### config.mk
export PLATFORM = sky130hd
export DESIGN_NAME = rvk_mac
export DESIGN_NICKNAME = d
export VERILOG_FILES = /design/src/rtl/rvk_pkg.sv /design/src/rtl/rvk_mac.sv
export SDC_FILE = /design/constraint.sdc
export NUM_CORES = 2
export LEC_CHECK = 0
export ABC_AREA = 0
export BUFFER_PORTS_ARGS = -buffer_cell sky130_fd_sc_hd__buf_2
export CAP_MARGIN = 15
export CELL_PAD_IN_SITES_DETAIL_PLACEMENT = 0
export CELL_PAD_IN_SITES_GLOBAL_PLACEMENT = 1
export CORE_UTILIZATION = 55
export CTS_CLUSTER_SIZE = 25
export DETAILED_ROUTE_END_ITERATION = 7
export PLACE_DENSITY_LB_ADDON = 0.12
export SETUP_SLACK_MARGIN = 0.2
export SYNTH_ARGS = -nofsm -noshare
export SYNTH_HDL_FRONTEND = slang
export SYNTH_SLANG_ARGS = --single-unit
export TNS_END_PERCENT = 5
### constraint.sdc
create_clock -name clk_i -period 25.3 [get_ports clk_i]
set_input_delay 1.265 -clock clk_i [delete_from_list [all_inputs] [get_ports clk_i]]
set_output_delay 1.265 -clock clk_i [all_outputs]
set_load 0.03 [all_outputs]
### src/rtl/rvk_pkg.sv
// Shared types and constants for the run-length view kernel sum block.
// No dependencies; every module of the block but rvk_ram imports this package.
package rvk_pkg;

  localparam int ACTION_W  = 2;
  localparam int VALUE_W   = 32;
  localparam int LEN_W     = 16;
  localparam int WIDX_W    = 10;
  localparam int START_W   = 31;
  localparam int VWIDTH_W  = 11;
  localparam int SUM_W     = 64;
  localparam int STATUS_W  = 2;
  localparam int KLEN_W    = 11;
  localparam int APB_DW    = 32;
  localparam int APB_AW    = 3;

  localparam logic [KLEN_W-1:0] KLEN_RESET = 11'd1024;
  localparam logic              REG_KLEN   = 1'b0;  // word address of kernel_length

  localparam logic signed [SUM_W-1:0] SUM_MAX = {1'b0, {(SUM_W-1){1'b1}}};
  localparam logic signed [SUM_W-1:0] SUM_MIN = {1'b1, {(SUM_W-1){1'b0}}};

  typedef enum logic [ACTION_W-1:0] {
    ACT_CLEAR  = 2'd0,
    ACT_APPEND = 2'd1,
    ACT_WEIGHT = 2'd2,
    ACT_EVAL   = 2'd3
  } action_e;

  typedef enum logic [STATUS_W-1:0] {
    STAT_OK    = 2'd0,
    STAT_FULL  = 2'd1,
    STAT_EMPTY = 2'd2,
    STAT_CLIP  = 2'd3
  } status_e;

  typedef enum logic [3:0] {
    ST_IDLE,
    ST_BACK_RD,
    ST_BACK_CHK,
    ST_FWD_RD,
    ST_FWD_CHK,
    ST_RUN_RD,
    ST_RUN_CHK,
    ST_ACC,
    ST_DONE
  } state_e;

  typedef struct packed {
    logic clr;  // zero the accumulator
    logic mul;  // capture a product
    logic acc;  // add the held product with saturation
  } mac_ctrl_t;

endpackage

### src/rtl/rvk_mac.sv
// Shared multiply and saturating accumulate unit.
// Depends on rvk_pkg for widths, limits and the control struct.
module rvk_mac (
  input  logic                             clk_i,
  input  rvk_pkg::mac_ctrl_t               ctrl_i,
  input  logic signed [rvk_pkg::VALUE_W-1:0] a_i,
  input  logic signed [rvk_pkg::VALUE_W-1:0] b_i,
  output logic signed [rvk_pkg::SUM_W-1:0]   acc_o
);
  import rvk_pkg::*;

  logic signed [SUM_W-1:0] prod_d, prod_q;
  logic signed [SUM_W-1:0] acc_d, acc_q;
  logic signed [SUM_W-1:0] sum_w;
  logic                    ovf_w;

  assign prod_d = a_i * b_i;
  assign sum_w  = acc_q + prod_q;
  // overflow when both operands share a sign that the sum lost
  assign ovf_w  = (acc_q[SUM_W-1] == prod_q[SUM_W-1]) && (sum_w[SUM_W-1] != acc_q[SUM_W-1]);

  always_comb begin
    acc_d = acc_q;
    if (ctrl_i.clr) begin
      acc_d = '0;
    end else if (ctrl_i.acc) begin
      if (ovf_w) begin
        acc_d = acc_q[SUM_W-1] ? SUM_MIN : SUM_MAX;
      end else begin
        acc_d = sum_w;
      end
    end
  end

  always_ff @(posedge clk_i) begin
    if (ctrl_i.mul) begin
      prod_q <= prod_d;
    end
    acc_q <= acc_d;
  end

  assign acc_o = acc_q;

endmodule

### Word level (Yosys, flattened, before mapping)

Cells that the tools add are included.

* add/sub/neg operators: 1
* $mul: 1
* eq/ne operators: 2
* multiplexer cells: 2
* reduce and logical (&&, ||, !) cells: 1

Operator list (count)
* $mux 64: 2
* $add 64x64->64: 1
* $mul 32x32->64: 1
* $eq 1x1->1: 1
* $logic_and 1x1->1: 1
* $ne 1x1->1: 1

* bits in registers: 128
* input port bits: 68
* output and inout bits: 64

### Longest topological paths before layout

* depth after elaboration: 4
* gate-level depth with buffers: 28

### Least setup slack after synthesis

OpenSTA, ideal clock, no wires.

* path type: input to register
* from: input a_i[31] in the netlist's numbering
* to: register prod_q[63], data pin
* library setup time: 0.260 ns
* arrival: 8.650 ns
* data required time: 25.040 ns
* path slack: 16.390 ns
* stages: 26
* buffers on the path: 2
* path through: clkbuf_1 nand2_1 inv_1 fa_1 inv_1 fa_1 inv_1 fa_1 fa_1 inv_1 fa_1 inv_1 fa_1 fa_1 fa_1 ha_1 clkbuf_1 a21o_1 a21o_1 a211o_1 a21o_1 a21oi_1 a41oi_1 a221oi_1 o21ai_0 xnor2_1

* word-level cells in the longest chain between the ends: 1

Ends and longest elaborated chain
* start, declared: line rvk_mac.sv:6 `input logic signed [rvk_pkg::VALUE_W-1:0] a_i,`
* $mul 32x32->64: line rvk_mac.sv:17 `assign prod_d = a_i * b_i;`
* via prod_d[63]: line rvk_mac.sv:12 `logic signed [SUM_W-1:0] prod_d, prod_q;`
* end signal, assigned: line rvk_mac.sv:37 `prod_q <= prod_d;`
* end, declared: line rvk_mac.sv:12

The timed path passes the listed nets, and every way through them passes these cells.
A chain may end at the register's enable or synchronous reset.

### Worst setup path after layout

* from: input b_i[2] in the netlist's numbering
* to: register prod_q[63], data pin

* word-level cells in the longest chain between the ends: 1

Ends and longest elaborated chain
* start, declared: line rvk_mac.sv:7 `input logic signed [rvk_pkg::VALUE_W-1:0] b_i,`
* $mul 32x32->64: line rvk_mac.sv:17
* via prod_d[63]: line rvk_mac.sv:12

The timed path passes the listed nets, and every way through them passes these cells.

==> Flow_metrics.wiki <==
{| class="wikitable"
! Metric !! Value
|-
| Total Die Area || ~0.081 mm²
|-
| Count of input and output buffers || 131
|-
| Number of distinct standard cells referenced by the synthesized netlist || between 70 and 80
|-
| Critical-path maximum fanout || 32
|-
| Top FF cell, synth || sky130_fd_sc_hd__edfxtp_1
|-
| Top-level I/O count || roughly 130
|-
| Number of failing setup endpoints in the final timing report || 0
|-
| Detailed placer's ending HPWL || ~95 mm
|-
| Post-Syn Instances || 4,766
|-
| Crit start category || primary input
|-
| Number of placement rows || ~100
|-
| Max-slew violation count || 0
|-
| GRT met1 Usage || 0.386
|-
| Register area share after synthesis || 0.0726
|-
| Max_cap viols || 0
|-
| Leading cell type in the layout, fill and taps excluded || sky130_fd_sc_hd__fa_1
|-
| Antenna violations before repair || 3
|-
| Layer with the highest usage after global routing || met2
|-
| Nets@finish || between 6,000 and 7,000
|-
| Final total negative setup slack || 0 ns
|-
| Max stage delay on crit path || approximately 0.95 ns
|-
| Filler cell count in the final layout || between 7,000 and 8,000
|-
| RSZ-0062 raised after global routing || false
|-
| Summed area of non-filler cells in the final layout || roughly 0.046 mm²
|-
| Worst path most repeated cell || sky130_fd_sc_hd__fa_1
|-
| DRC errors left || 0
|-
| Maximum clock insertion buffer count || 2
|-
| Standard cell area after detailed placement || between 0.04 and 0.05 mm²
|-
| Worst-path cell with the longest stage delay || sky130_fd_sc_hd__fa_1
|-
| Area used by multi-input combinational logic || 0.0362 mm²
|-
| Clock latency at the later pin of the worst-skew pair || 0.43 ns
|-
| Register-to-register path setup slack || ~20 ns
|-
| Total overflow reported by the global router || 0
|-
| Proportion of layout cells with a drive suffix above 1 || 0.0409
|-
| Area leader, netlist || sky130_fd_sc_hd__fa_1
|-
| Worst clock skew on the final layout || around 0.013 ns
|-
| Worst reg-to-reg path cell count || 12
|-
| Clock root buffer || sky130_fd_sc_hd__clkbuf_16
|-
| Post-CTS Resized || 0
|-
| Global routing met3 resource utilization || 0.0324
|-
| Fraction of the cycle the final worst path needs || 0.376
|-
| Core region area || about 0.079 mm²
|-
| Yosys top cell area share || 0.492
|-
| Async SR Flop Fraction || 0
|-
| Area of the mapped netlist || roughly 0.044 mm²
|-
| Htree depth || 4
|-
| Register bit count reported by yosys || ~130
|-
| Hold-fix buffer count after cts || 0
|-
| Total track usage || 0.301
|-
| Vertical die dimension || between 200 and 300 µm
|-
| Worst hold path class || flop to flop
|-
| Total wirelength of the detailed-routed design || around 120 mm
|-
| Setup Buffers After CTS || 0
|-
| Kind of capture point of the worst setup path || flop
|-
| CTS Sinks || 128
|-
| Clock period minus final worst setup slack || around 9.5 ns
|-
| Post-route worst setup slack || 15.79 ns
|-
| Mean area per synthesized cell || between 9 and 10 µm²
|-
| Net Count, Synth || between 6,000 and 7,000
|-
| Ys Warns || 0
|-
| Clock tree from TritonCTS || built
|-
| Reg area || between 0.003 and 0.004 mm²
|-
| 1st-iter DRT viols || 1,758
|-
| Via density per instance || ~5.5
|-
| Antenna-violating nets left || 0
|-
| Number of global-route vias before repair || 34,400
|-
| Post-placement setup slack || 15.32 ns
|-
| Met2 Resource Use GR || 0.532
|-
| Via total after detailed routing || 31,900
|-
| WP data required || 25.49 ns
|-
| Hold Path Depth || 2
|-
| Arrival time reported for the critical path endpoint || roughly 9.7 ns
|-
| Area growth syn-to-layout || 3.87%
|-
| Max Clock Freq || around 0.11 GHz
|-
| Slew HR || 0.179
|-
| Number of synthesized flops with an enable pin || 64
|-
| Global-route wire length before repair || 190 mm
|-
| Startpoint-to-endpoint class of the critical path || primary input to flop
|-
| Clock buffers created by TritonCTS || 17
|-
| Maximum number of pins on one net before global-route repair || 65
|-
| Final hold violation count || 0
|-
| Most frequent cells in the layout || 1,083 x sky130_fd_sc_hd__fa_1, 996 x sky130_fd_sc_hd__inv_1, 566 x sky130_fd_sc_hd__nand2_1, 522 x sky130_fd_sc_hd__and2_1, 247 x sky130_fd_sc_hd__ha_1
|-
| Outcome || finished clean
|-
| Router iterations before antenna repair || 6
|-
| Register clock-pin slew on the reported worst setup and hold paths || roughly 0.060 ns
|-
| Placer Congestion || approximately 0.9
|-
| Series of cell instances along the critical path || buf_2 > nand2_1 > inv_1 > fa_1 > fa_1 > fa_1 > fa_1 > inv_1 > fa_1 > inv_1 > fa_1 > fa_1 > fa_1 > ha_1 > a21o_1 > a21o_1 > a211o_1 > a21o_1 > a21oi_1 > a41oi_1 > a221oi_1 > o21ai_0 > xnor2_1
|-
| Largest cells by area after synthesis || sky130_fd_sc_hd__fa_1 49%, sky130_fd_sc_hd__inv_1 8.5%, sky130_fd_sc_hd__and2_1 7.4%
|-
| Die extent in x || about 290 µm
|-
| Initial core utilization || 0.557
|-
| Average wire length per cell after detail routing || 20.3 µm
|-
| Tightest Pin Transition || ~1.2 ns
|}
-- Yosys cell counts, drive strengths merged, types with 6 or more instances --
cell type and n:
fa 1083, inv 997, nand2 566, and2 523, ha 247, clkbuf 240, a21oi 174, nor2 156
o21ai 84, xnor2 80, a21o 65, dfxtp 64, edfxtp 64, nor3 59, xor2 43, nand4 26
o21bai 25, nand3 23, and3 20, nand2b 20, a211oi 19, nor2b 17, o21a 16, buf 13
o22ai 13, a221oi 10, a31oi 7, nor4 7, o211ai 7, o31ai 7, a211o 6, and4 6
o2111ai 6
-- registers in the layout (all words and copies together), names as in the netlist --
name    cells
acc_o      64
prod_q     64
-- metrics by stage --
step / hold slack, ns / utilization / std cells
final: 0.492 / 0.579 / 5745
after global routing: 0.524 / 0.579 / 5744
after CTS: 0.496 / 0.579 / 5743
after detailed placement: 0.484 / 0.572 / 5711
after global placement: 0.482 / 0.572 / 5711
after floorplan: 0.611 / - / 4766
-- critical path: cells and delay by family --
family,cells,cell delay (ns)
adder cells (fa/ha/maj),9,5.05
buffers and inverters,4,1.20
AND/OR/NAND/NOR,1,0.20
AO/OA/AOI/OAI,8,1.77
XOR/XNOR,1,0.15
-- cell type report --
type                    count  share of cell area
flip-flops and latches    128              0.0699
well taps                1050              0.0287
clock inverters            14             0.00309
clock buffers              18             0.00937
inverters                 998              0.0818
multi-input cells        3387               0.790
repair buffers            148              0.0171
diodes                      2            0.000109
-- routing by layer --
| metal | up-vias | wire [µm] |
|---|---|---|
| met5 | - | 20 |
| met4 | 4 | 4010 |
| met3 | 181 | 5030 |
| met2 | 826 | 60900 |
| met1 | 16700 | 46500 |
| li1 | 14200 | - |
-- final timing paths --
path,from,to
max,b_i[2],prod_q[63]$_DFFE_PP_
min,acc_o[11]$_SDFFE_PP0P_,acc_o[11]$_SDFFE_PP0P_
max reg2reg,prod_q[4]$_DFFE_PP_,acc_o[1]$_SDFFE_PP0P_
min reg2reg,acc_o[11]$_SDFFE_PP0P_,acc_o[11]$_SDFFE_PP0P_
-- kinds of logic after synthesis --
family	synth area share
compound gates	0.0710
simple gates	0.162
mux	0.000908
fa+ha+maj	0.562
xor+xnor	0.0244
flops	0.0726
buf+inv	0.107
Power is not shown: default switching activity piles up to over one toggle a cycle in this logic, so the estimate is an artifact.
